[src/rtl/core/qcr_pkg.sv]
// Shared types and constants for the quadrature counter with reference reload.
// Used by the front, queue, back and top-level modules; depends on nothing.
package qcr_pkg;

    // Step classification reported with every result.
    typedef enum logic [1:0] {
        STEP_NONE    = 2'd0,
        STEP_INC     = 2'd1,
        STEP_DEC     = 2'd2,
        STEP_ILLEGAL = 2'd3
    } t_step_status;

    // Request kinds carried on the input tuser.
    localparam logic REQ_SAMPLE  = 1'b0;
    localparam logic REQ_PRELOAD = 1'b1;

    // Register indexes, taken from address bit 2.
    localparam logic REG_SCALE = 1'b0;
    localparam logic REG_REF   = 1'b1;

    // Queue geometry between the front and the back.
    localparam int QDepth = 2;
    localparam int QAw    = $clog2(QDepth);

    // Deviation limit on |old count - reference| * scale.
    localparam logic [32:0] DEV_LIMIT = 33'd100000;

    // Length = floor(p / 10000) with p = count * scale. A product at or above
    // 65536 * 10000 saturates; below that, p / 16 is divided by 625 through a
    // reciprocal multiply that lands on the quotient or one below it.
    localparam logic [46:0] LEN_SAT_LIMIT = 47'd655360000;
    localparam logic [24:0] LEN_RECIP     = 25'd27487790;  // floor(2^34 / 625)
    localparam int          LenShift      = 34;
    localparam logic [9:0]  LEN_DIV_LO    = 10'd625;
    localparam logic [15:0] LEN_MAX       = 16'hFFFF;

    // One classified item handed from the front to the back.
    typedef struct packed {
        logic [31:0]  pos;      // count after this item
        logic [31:0]  pre;      // count before a reference reload
        t_step_status status;
        logic         dir_up;
        logic         hit;
        logic         first;
    } t_qcr_item;

    // One finished result.
    typedef struct packed {
        logic [31:0]  pos;
        logic [15:0]  length;
        t_step_status status;
        logic         dir_up;
        logic         hit;
        logic         first;
        logic         dev;
    } t_qcr_result;

endpackage

[src/rtl/core/qcr_front.sv]
// Front part: decodes each accepted request and updates the counter state.
// Depends on qcr_pkg for the item type and step codes.
module qcr_front (
    input  logic               i_clk,
    input  logic               i_rst_n,
    input  logic               i_valid,
    input  logic               i_req_type,
    input  logic [2:0]         i_levels,
    input  logic [31:0]        i_preload,
    input  logic [31:0]        i_ref_value,
    output logic               o_push,
    output qcr_pkg::t_qcr_item o_item
);
    import qcr_pkg::*;

    logic [2:0]   r_levels, n_levels;
    logic         r_primed, n_primed;
    logic [31:0]  r_count, n_count;
    logic         r_dir_up, n_dir_up;
    logic         r_awaiting, n_awaiting;

    logic [2:0]   w_changed;
    logic         w_differ;
    logic         w_up;
    logic [31:0]  w_stepped;
    t_step_status w_status;
    t_qcr_item    w_item;

    // Edge detection against the previous sample.
    assign w_changed = i_levels ^ r_levels;
    assign w_differ  = i_levels[0] ^ i_levels[1];

    // x4 quadrature decode of the A/B change.
    always_comb begin
        w_up     = 1'b0;
        w_status = STEP_NONE;
        unique case (w_changed[1:0])
            2'b01: begin
                w_up     = ~w_differ;
                w_status = w_up ? STEP_INC : STEP_DEC;
            end
            2'b10: begin
                w_up     = w_differ;
                w_status = w_up ? STEP_INC : STEP_DEC;
            end
            2'b11: begin
                w_status = STEP_ILLEGAL;
            end
            default: begin
                w_status = STEP_NONE;
            end
        endcase
    end

    // Next state and the item handed to the queue.
    always_comb begin
        n_levels   = r_levels;
        n_primed   = r_primed;
        n_count    = r_count;
        n_dir_up   = r_dir_up;
        n_awaiting = r_awaiting;
        w_stepped  = r_count;
        w_item     = '0;
        if (i_req_type == REQ_PRELOAD) begin
            n_count    = i_preload;
            w_item.pos = i_preload;
            w_item.pre = i_preload;
        end else if (!r_primed) begin
            n_primed   = 1'b1;
            n_levels   = i_levels;
            w_item.pos = r_count;
            w_item.pre = r_count;
        end else begin
            n_levels = i_levels;
            if (w_status == STEP_INC || w_status == STEP_DEC) begin
                w_stepped = w_up ? r_count + 32'd1 : r_count - 32'd1;
                n_dir_up  = w_up;
            end
            n_count       = w_stepped;
            w_item.status = w_status;
            w_item.pre    = w_stepped;
            w_item.pos    = w_stepped;
            // Falling reference edge while moving up reloads the counter.
            if (w_changed[2] && n_dir_up && !i_levels[2]) begin
                n_count      = i_ref_value;
                w_item.pos   = i_ref_value;
                w_item.hit   = 1'b1;
                w_item.first = r_awaiting;
                n_awaiting   = 1'b0;
            end
        end
        w_item.dir_up = n_dir_up;
    end

    // Counter state registers.
    always_ff @(posedge i_clk) begin
        if (!i_rst_n) begin
            r_levels   <= '0;
            r_primed   <= 1'b0;
            r_count    <= '0;
            r_dir_up   <= 1'b0;
            r_awaiting <= 1'b1;
        end else if (i_valid) begin
            r_levels   <= n_levels;
            r_primed   <= n_primed;
            r_count    <= n_count;
            r_dir_up   <= n_dir_up;
            r_awaiting <= n_awaiting;
        end
    end

    assign o_push = i_valid;
    assign o_item = w_item;

endmodule

[src/rtl/core/qcr_queue.sv]
// Short queue that decouples the front from the back.
// Depends on qcr_pkg for the item type and queue depth.
module qcr_queue (
    input  logic               i_clk,
    input  logic               i_rst_n,
    input  logic               i_push,
    input  qcr_pkg::t_qcr_item i_item,
    input  logic               i_pop,
    output qcr_pkg::t_qcr_item o_item,
    output logic               o_valid,
    output logic               o_full
);
    import qcr_pkg::*;

    t_qcr_item        r_mem [QDepth];
    logic [QAw-1:0]   r_wr_ptr, n_wr_ptr;
    logic [QAw-1:0]   r_rd_ptr, n_rd_ptr;
    logic [QAw:0]     r_fill, n_fill;

    // Pointer and fill bookkeeping.
    always_comb begin
        n_wr_ptr = r_wr_ptr;
        n_rd_ptr = r_rd_ptr;
        n_fill   = r_fill;
        if (i_push) begin
            n_wr_ptr = r_wr_ptr + 1'b1;
        end
        if (i_pop) begin
            n_rd_ptr = r_rd_ptr + 1'b1;
        end
        if (i_push && !i_pop) begin
            n_fill = r_fill + 1'b1;
        end else if (!i_push && i_pop) begin
            n_fill = r_fill - 1'b1;
        end
    end

    always_ff @(posedge i_clk) begin
        if (!i_rst_n) begin
            r_wr_ptr <= '0;
            r_rd_ptr <= '0;
            r_fill   <= '0;
        end else begin
            r_wr_ptr <= n_wr_ptr;
            r_rd_ptr <= n_rd_ptr;
            r_fill   <= n_fill;
        end
    end

    // Entry storage.
    always_ff @(posedge i_clk) begin
        if (i_push) begin
            r_mem[r_wr_ptr] <= i_item;
        end
    end

    assign o_item  = r_mem[r_rd_ptr];
    assign o_valid = (r_fill != '0);
    assign o_full  = (r_fill == (QAw+1)'(QDepth));

endmodule

[src/rtl/core/qcr_back.sv]
// Back part: three-stage pipeline computing length and deviation per item.
// Depends on qcr_pkg for the item and result types and the fixed constants.
module qcr_back (
    input  logic                 i_clk,
    input  logic                 i_rst_n,
    input  qcr_pkg::t_qcr_item   i_item,
    input  logic                 i_valid,
    output logic                 o_pop,
    input  logic [15:0]          i_scale,
    input  logic [31:0]          i_ref_value,
    input  logic                 i_ready,
    output logic                 o_valid,
    output qcr_pkg::t_qcr_result o_result
);
    import qcr_pkg::*;

    logic         w_en;
    logic         r_v1, r_v2, r_v3;

    // Stage 1 registers.
    t_qcr_item    r1_item;
    logic [32:0]  r1_mag;
    logic [46:0]  r1_prod;
    // Stage 2 registers.
    t_qcr_item    r2_item;
    logic         r2_dev;
    logic         r2_sat;
    logic [25:0]  r2_x;
    logic [16:0]  r2_q0;
    // Stage 3 (output) register.
    t_qcr_result  r3_res;

    logic [32:0]  w_diff_a, w_diff_b, w_mag;
    logic [30:0]  w_pos_nn;
    logic [46:0]  w_prod;
    logic [32:0]  w_dev_prod;
    logic         w_dev;
    logic [25:0]  w_x;
    logic [50:0]  w_qm;
    logic [26:0]  w_qp, w_rem;
    logic [16:0]  w_q;

    // The whole pipeline advances whenever the output slot is free or taken.
    assign w_en  = ~r_v3 | i_ready;
    assign o_pop = w_en & i_valid;

    // Stage 1: exact 33-bit deviation magnitude and the length product.
    assign w_diff_a = {i_ref_value[31], i_ref_value} - {i_item.pre[31], i_item.pre};
    assign w_diff_b = {i_item.pre[31], i_item.pre} - {i_ref_value[31], i_ref_value};
    assign w_mag    = w_diff_a[32] ? w_diff_b : w_diff_a;
    assign w_pos_nn = i_item.pos[31] ? 31'd0 : i_item.pos[30:0];
    assign w_prod   = {16'd0, w_pos_nn} * {31'd0, i_scale};

    // Stage 2: deviation compare and the reciprocal multiply for length.
    // A magnitude above the limit fails for any nonzero scale, so the
    // multiply only needs the low 17 bits.
    assign w_dev_prod = {16'd0, r1_mag[16:0]} * {17'd0, i_scale};
    assign w_dev      = r1_item.hit && (i_scale != 16'd0)
                        && ((r1_mag > DEV_LIMIT) || (w_dev_prod > DEV_LIMIT));
    assign w_x        = r1_prod[29:4];
    assign w_qm       = {25'd0, w_x} * {26'd0, LEN_RECIP};

    // Stage 3: one correction step on the quotient, then saturation.
    assign w_qp  = 27'(r2_q0) * 27'(LEN_DIV_LO);
    assign w_rem = {1'b0, r2_x} - w_qp;
    assign w_q   = (w_rem >= 27'(LEN_DIV_LO)) ? r2_q0 + 17'd1 : r2_q0;

    // Valid bits.
    always_ff @(posedge i_clk) begin
        if (!i_rst_n) begin
            r_v1 <= 1'b0;
            r_v2 <= 1'b0;
            r_v3 <= 1'b0;
        end else if (w_en) begin
            r_v1 <= i_valid;
            r_v2 <= r_v1;
            r_v3 <= r_v2;
        end
    end

    // Payload stages.
    always_ff @(posedge i_clk) begin
        if (w_en) begin
            r1_item <= i_item;
            r1_mag  <= w_mag;
            r1_prod <= w_prod;

            r2_item <= r1_item;
            r2_dev  <= w_dev;
            r2_sat  <= (r1_prod >= LEN_SAT_LIMIT);
            r2_x    <= w_x;
            r2_q0   <= w_qm[LenShift+16:LenShift];

            r3_res.pos    <= r2_item.pos;
            r3_res.length <= r2_sat ? LEN_MAX : w_q[15:0];
            r3_res.status <= r2_item.status;
            r3_res.dir_up <= r2_item.dir_up;
            r3_res.hit    <= r2_item.hit;
            r3_res.first  <= r2_item.first;
            r3_res.dev    <= r2_dev;
        end
    end

    assign o_valid  = r_v3;
    assign o_result = r3_res;

endmodule

[src/rtl/core/quadrature_counter_with_reference_core.sv]
// Top level of the quadrature counter with reference reload.
// Instantiates qcr_front, qcr_queue and qcr_back; depends on qcr_pkg.
//
// The block takes one request per clock: a pin sample (A, B and reference
// levels) or a counter preload, and returns exactly one result per request.
// The sustained rate is one item per cycle while the output is not stalled,
// set by the counter update in the front; length and deviation are finished
// in a three-stage back pipeline behind a two-entry queue. A stalled output
// freezes the whole back pipeline, and input is blocked once the two-entry
// queue in front of it is full. No clearing pass is needed after reset.
// Configuration writes are expected only while no results are pending.
module quadrature_counter_with_reference_core (
    input  logic        i_clk,
    input  logic        i_rst_n,
    // Input stream.
    input  logic        i_s_axis_tvalid,
    output logic        o_s_axis_tready,
    input  logic [39:0] i_s_axis_tdata,  // chan_a, chan_b, ref_sensor, preload_value[31:0]
    input  logic        i_s_axis_tuser,  // req_type
    // Result stream.
    output logic        o_m_axis_tvalid,
    input  logic        i_m_axis_tready,
    // position[31:0], length_units[15:0], step_status[1:0], moving_up,
    // reference_hit, first_reference, deviation_error, zero pad[1:0]
    output logic [55:0] o_m_axis_tdata,
    // Configuration port.
    input  logic        psel,
    input  logic        penable,
    input  logic        pwrite,
    input  logic [2:0]  paddr,
    input  logic [31:0] pwdata,
    output logic [31:0] prdata,
    output logic        pready
);
    import qcr_pkg::*;

    logic [15:0] r_scale;
    logic [31:0] r_ref;
    logic        w_cfg_wr;
    logic        w_accept;
    logic        w_push;
    t_qcr_item   w_front_item;
    t_qcr_item   w_q_item;
    logic        w_q_valid, w_q_full, w_pop;
    logic        w_res_valid;
    t_qcr_result w_res;

    // Configuration registers.
    assign w_cfg_wr = psel & penable & pwrite & pready;
    assign pready   = 1'b1;

    always_ff @(posedge i_clk) begin
        if (!i_rst_n) begin
            r_scale <= 16'd100;
            r_ref   <= 32'd100;
        end else if (w_cfg_wr) begin
            if (paddr[2] == REG_SCALE) begin
                r_scale <= pwdata[15:0];
            end else begin
                r_ref <= pwdata;
            end
        end
    end

    assign prdata = (paddr[2] == REG_REF) ? r_ref : {16'd0, r_scale};

    // Input handshake.
    assign o_s_axis_tready = ~w_q_full;
    assign w_accept        = i_s_axis_tvalid & o_s_axis_tready;

    qcr_front u_front (
        .i_clk       (i_clk),
        .i_rst_n     (i_rst_n),
        .i_valid     (w_accept),
        .i_req_type  (i_s_axis_tuser),
        .i_levels    (i_s_axis_tdata[2:0]),
        .i_preload   (i_s_axis_tdata[34:3]),
        .i_ref_value (r_ref),
        .o_push      (w_push),
        .o_item      (w_front_item)
    );

    qcr_queue u_queue (
        .i_clk   (i_clk),
        .i_rst_n (i_rst_n),
        .i_push  (w_push),
        .i_item  (w_front_item),
        .i_pop   (w_pop),
        .o_item  (w_q_item),
        .o_valid (w_q_valid),
        .o_full  (w_q_full)
    );

    qcr_back u_back (
        .i_clk       (i_clk),
        .i_rst_n     (i_rst_n),
        .i_item      (w_q_item),
        .i_valid     (w_q_valid),
        .o_pop       (w_pop),
        .i_scale     (r_scale),
        .i_ref_value (r_ref),
        .i_ready     (i_m_axis_tready),
        .o_valid     (w_res_valid),
        .o_result    (w_res)
    );

    // Result packing.
    assign o_m_axis_tvalid = w_res_valid;
    assign o_m_axis_tdata  = {2'b00, w_res.dev, w_res.first, w_res.hit, w_res.dir_up,
                              w_res.status, w_res.length, w_res.pos};

endmodule

[config.mk]
export PLATFORM = sky130hd
export DESIGN_NAME = quadrature_counter_with_reference_core
export DESIGN_NICKNAME = d
export VERILOG_FILES = /design/src/rtl/core/qcr_pkg.sv /design/src/rtl/core/qcr_front.sv /design/src/rtl/core/qcr_queue.sv /design/src/rtl/core/qcr_back.sv /design/src/rtl/core/quadrature_counter_with_reference_core.sv
export SDC_FILE = /design/constraint.sdc
export NUM_CORES = 2
export LEC_CHECK = 0
export BUFFER_PORTS_ARGS = -buffer_cell sky130_fd_sc_hd__buf_4
export CAP_MARGIN = 25
export CELL_PAD_IN_SITES_DETAIL_PLACEMENT = 1
export CELL_PAD_IN_SITES_GLOBAL_PLACEMENT = 2
export CORE_ASPECT_RATIO = 1.1
export CORE_MARGIN = 3
export CORE_UTILIZATION = 46
export CTS_CLUSTER_DIAMETER = 80
export CTS_CLUSTER_SIZE = 40
export DETAILED_ROUTE_END_ITERATION = 10
export PLACE_DENSITY = 0.86
export RECOVER_POWER = 100
export SYNTH_ARGS = -nofsm -noshare
export SYNTH_HDL_FRONTEND = slang
export SYNTH_SLANG_ARGS = --single-unit
[constraint.sdc]
create_clock -name i_clk -period 20.8 [get_ports i_clk]
set_input_delay 2.08 -clock i_clk [delete_from_list [all_inputs] [get_ports i_clk]]
set_output_delay 2.08 -clock i_clk [all_outputs]
set_load 0.02 [all_outputs]
; ---- After elaboration in Yosys (flattened, before gate mapping)
; Memory sizes are Yosys's and may differ from the RTL's. A register that Yosys moved wholly into a read port is not among the register bits.
; Cells that the tools add are included.
[totals]
wordCells = 125
memories = 1
ram_bits = 138
output_inout_bits = 91
register_bits = 346
mem_bits_ro = 0
latchBits = 0
input_bits = 83
[mem_list]
columns = memory, words, word_bits, read_ports, rd_clocked_by_memory_dff, wr, line
row1 = u_queue.r_mem, 2, 69, 1, 1, 1, qcr_queue.sv:15  ; t_qcr_item r_mem [QDepth];
[classes]
n_shift = 0
bitwise = 12
add_sub_neg = 10
eq_ne = 6
n_lt_le_gt_ge = 4
mul = 4
reduce_logical = 20
muxes = 31
div_mod_pow = 0
[op_table]
columns = cell, n
row1 = two-way mux 32 bit, 7
row2 = two-way mux 64 bit, 2
row3 = greater-than comparator 33 x 17 -> 1 bit (second input constant), 2
row4 = subtractor 32 x 32 -> 33 bit, 2
row5 = multiplier 26 x 24 -> 50 bit (second input constant), 1
row6 = greater-or-equal comparator 47 x 30 -> 1 bit (second input constant), 1
row7 = multiplier 31 x 16 -> 47 bit, 1
row8 = multiplier 17 x 16 -> 33 bit, 1
row9 = adder 32 x 1 -> 32 bit (second input constant), 1
row10 = subtractor 32 x 1 -> 32 bit (second input constant), 1
row11 = two-way mux 31 bit, 1
row12 = greater-or-equal comparator 27 x 10 -> 1 bit (second input constant), 1
row13 = multiplier 17 x 10 -> 27 bit (second input constant), 1
row14 = subtractor 26 x 27 -> 27 bit, 1
row15 = two-way mux 2 bit, 9
row16 = adder 16 x 1 -> 16 bit (second input constant), 1
row17 = two-way mux 16 bit, 1
row18 = nonzero test 16 bit, 1
row19 = two-way mux 1 bit, 9
row20 = == test 2 bit (second input constant), 4
row21 = AND reduction 2 bit, 4
row22 = logical AND 1 bit, 6
row23 = one-hot mux 2 bit (3 select lines), 1
row24 = nonzero test 2 bit, 3
row25 = 13 further kinds, 25

; ---- Depth between registers and ports, before layout
[logic_depth]
ltp_word = 13
depth_mapped = 30
ltp_nobuf = 26

; ---- By module
; From an unflattened synthesis, not the netlist that was laid out.
[unflattened]
hier_cells = 6660
area_unflattened_um2 = 64581.9
[by_module_without_submodules]
columns = module, instances, cells_each, seq_area_each_um2, area_each_um2
row1 = qcr_back, 1, 5367, 7657.3, 51697.1
row2 = qcr_front, 1, 820, 760.7, 5402.7
row3 = qcr_queue, 1, 237, 4244.1, 5240.0
row4 = quadrature_counter_with_reference_core, 1, 236, 960.9, 2242.2

; ---- Least setup slack after synthesis
; No wires, ideal clock.
[synth_timing]
path_type = in2reg
from = input i_m_axis_tready
to = register u_queue.r_fill[1]
setup_slack_ns = 11.314
setup_ns = 0.076
path_buffers = 0
t_arrival_ns = 9.411
cell_stages = 6
required_ns = 20.724
path_cell_list = nor2b_1 -> inv_1 -> o21ai_0 -> ha_1 -> or3_1 -> a21boi_0
[synth_via]
elab_chain_cells = 5
elab_cells_between_ends = 7
classes_between = mux: 1 / bitwise: 2 / reduce/logical: 4
[synth_rtl]
columns = element, line
row1 = start: declaration, quadrature_counter_with_reference_core.sv:22  ; input logic i_m_axis_tready,
row2 = bitwise OR 1 bit (*), qcr_back.sv:44  ; assign w_en = ~r_v3 | i_ready;
row3 = named net u_back.w_en, qcr_back.sv:17  ; logic w_en;
row4 = bitwise AND 1 bit (*), qcr_back.sv:45  ; assign o_pop = w_en & i_valid;
row5 = logical NOT 1 bit, qcr_queue.sv:31  ; if (i_push && !i_pop) begin
row6 = logical AND 1 bit, qcr_queue.sv:31
row7 = two-way mux 2 bit or nonzero test 2 bit (tied branches), --
row8 = end signal: assignment, qcr_queue.sv:46  ; r_fill <= n_fill;
row9 = end: declaration, qcr_queue.sv:18  ; logic [QAw:0] r_fill, n_fill;
; Mark *: on every way through the listed nets, which the timed path passes. The rest lies on a longest branch.
; A chain may end at the register's enable or synchronous reset.

==> results.sh <==
export IMPL_drive_gt1_share_pct=3.99
export IMPL_die_h_um=397
export IMPL_nNetsFinal=8291
export IMPL_async_flop_share_pct=0
export IMPL_core_area_sq_um=137000
export IMPL_drc=0
export IMPL_maxSlewHeadroom_pct=-246
export IMPL_cap_viol_max_count=20
export IMPL_design_area_sq_um=68000
export IMPL_synth_compound_area_share_pct=10.3
export IMPL_grt_util_all_layers_pct=27.2
export IMPL_rows=142
export IMPL_yosys_warnings=0
export IMPL_grt_max_degree=117
export IMPL_outcome="finished with violations"
export IMPL_synth_area_sq_um=63900
export IMPL_skew_ns=0.102
export IMPL_clkSlewWorstSetupHoldPaths_ns=0.13
export IMPL_die_w_um=361
export IMPL_post_cts_setup_buffers=0
export IMPL_antenna_found_initial=10
export IMPL_crit_fanout=41
export IMPL_fin_util_pct=49.6
export IMPL_clk_latency_ns=0.67
export IMPL_hpwl_um=150000
export IMPL_cts_hold_fix_buffers=0
export IMPL_cts_made_buffers=36
export IMPL_synth_edf_count=391
export IMPL_synthTopCellsByCount="inv_1, fa_1, nand2_1"
export IMPL_vias=47139
export IMPL_dieArea_sq_um=144000
export IMPL_globalplace_congestion=0.938
export IMPL_fin_setup_tns_ns=0
export IMPL_synth_xor_area_share_pct=2.07
export IMPL_wl_per_cell_um=22.7
export IMPL_cts_tree="built"
export IMPL_synth_top_area_share_pct=29.5
export IMPL_setup_viol=0
export IMPL_clockBufferDepth=3
export IMPL_violations="capacitance limit, slew limit"
export IMPL_synth_distinct_cells=98
export IMPL_cts_root_buf="clkbuf_16"
export IMPL_cp_start_kind="register"
export IMPL_firstDrtPassIters=5
export IMPL_tightest_slew_ns=5.17
export IMPL_crit_required_ns=21.19
export IMPL_drtIter0Drc=2453
export IMPL_drtAntennaViolNets=0
export IMPL_critPathCaptureType="register"
export IMPL_syn_to_final_growth_pct=6.34
export IMPL_grt_overflow=0
export IMPL_synth_seq_cells=485
export IMPL_timing_fmax_mhz=79.7
export IMPL_syn_area_per_cell_sq_um=9.70
export IMPL_synthMuxAreaShare_pct=2.30
export IMPL_grt_pass1_wl_um=304000
export IMPL_yosysMostFrequentCell="inv_1"
export IMPL_synth_main_ff_cell="edfxtp_1"
export IMPL_io_buffers=163
export IMPL_totalWireLength_um=192000
export IMPL_io_pins=174
export IMPL_place_area_sq_um=67000
export IMPL_synthCells=6594
export IMPL_clkSinkCount=485
export IMPL_period_needed_ns=12.55
export IMPL_slew_violations=948
export IMPL_htree_levels=2
export IMPL_synth_area_leaders="fa_1, edfxtp_1, ha_1, inv_1, nand2_1"
export IMPL_ys_seq_area_share_pct=21.3
export IMPL_finalHoldViolCount=0
export IMPL_synth_top_family_by_area="adder cells"
export IMPL_fin_crit_sh_pct=60.4
export IMPL_synth_simple_area_share_pct=12.3
export IMPL_via_per_inst=5.59
export IMPL_cts_resized=0
export IMPL_rsz0062_at_grt="no"
export IMPL_arrival_ns=12.95
export IMPL_min_path_type="register to register"
export IMPL_synth_adder_area_share_pct=42.7
export IMPL_crit_type="register to register"
export IMPL_grt_pass1_vias=53346
export IMPL_yosysTopAreaCell="fa_1"
export IMPL_initial_core_util_pct=46.6
## worst max-delay path: stages, from the launching register on
cell and delay [ns]:
dfxtp_1 1.49, clkbuf_1 2.10, mux2_1 0.48, nor2b_1 0.17, clkbuf_1 0.87, nand2_1 0.21, fa_1 0.58, inv_1 0.05
fa_1 0.53, inv_1 0.06, fa_1 0.43, fa_1 0.49, fa_1 0.54, inv_1 0.05, fa_1 0.44, ha_1 0.38
a21oi_1 0.16, o21ai_0 0.13, a22oi_1 0.57, o211ai_1 0.29, a31oi_1 0.23, clkbuf_1 0.30, a21oi_1 0.12, a311oi_1 0.59
o21ai_0 0.30, mux2i_1 0.17, a2111oi_0 0.51
## metal layers
layer | vias to the layer above | GRT usage (%) | wire length, um
met5 | - | 0 | 51
met4 | 8 | 9.76 | 7510
met3 | 299 | 3.35 | 8990
met2 | 1051 | 49.8 | 99400
met1 | 24528 | 32.7 | 75600
li1 | 21253 | - | -
## area by class of cell
class,instances,area (sq um)
repair buffers,243,1390
well taps,1800,2250
multi-input cells,4598,44500
flip-flops and latches,485,13600
clock buffers,37,926
inverters,1230,4620
clock inverters,29,604
fillers,15579,69200
diodes,7,17.5
## through the flow
stage	hold WS, ns	instances	setup slack [ns]
final	0.405	8429	8.25
after global routing	0.420	8422	7.49
after CTS	0.408	8420	11.53
after detailed placement	0.406	8354	11.58
after global placement	0.403	8352	11.63
after floorplan	0.400	6595	11.31
## cell families (layout without fill, tap and decap cells)
group,Yosys count,after routing
XOR/XNOR,151,151
AND/OR/NAND/NOR,1664,1664
multiplexers,139,139
flip-flops,485,485
buffers and inverters,1512,1539
AO/OA/AOI/OAI,1026,1026
other,2,10
adder cells (fa/ha/maj),1615,1615
## placed cells by master, fill, tap and decap left out, types with 63 or more instances in the layout
| cell type | Yosys | routed |
|---|---|---|
| edfxtp_1 | 391 | 391 |
| and2_1 | 296 | 286 |
| buf_4 | 3 | 124 |
| nor2_1 | 183 | 183 |
| a21oi_1 | 306 | 306 |
| dfxtp_1 | 94 | 78 |
| ha_1 | 672 | 672 |
| inv_1 | 1225 | 1225 |
| o21ai_0 | 178 | 190 |
| mux2i_1 | 76 | 76 |
| fa_1 | 942 | 942 |
| a21o_1 | 109 | 109 |
| xnor2_1 | 97 | 97 |
| clkbuf_1 | 254 | 117 |
| nand2_1 | 828 | 828 |
| a21boi_0 | 62 | 63 |
## registers in the layout, summed over array words and instances (netlist names), 2 cells and up, named ones only
register and flops:
u_front.r_levels 3, u_back.r2_item 37, u_queue.r_mem 138, u_front.r_count 32, u_back.r1_item 37, u_back.r2_q0 17, u_back.r2_x 26, u_queue.r_fill 2
r_scale 16, r_ref 32, u_back.o_result 54, u_back.r1_mag 33, u_back.r1_prod 47
## path summary, 6_finish.rpt
path,to,cells after the start,slack [ns],from
max,u_back.r1_prod[45],26,8.25,register
min,u_back.r2_item[65],0,0.40,u_back.r1_item[65]
max reg2reg,u_back.r1_prod[45],26,8.25,register
min reg2reg,u_back.r2_item[65],0,0.40,u_back.r1_item[65]
Power is left out: the tool's default activity adds up to more than one toggle a clock period on the data nets, which glitch-free logic cannot reach.
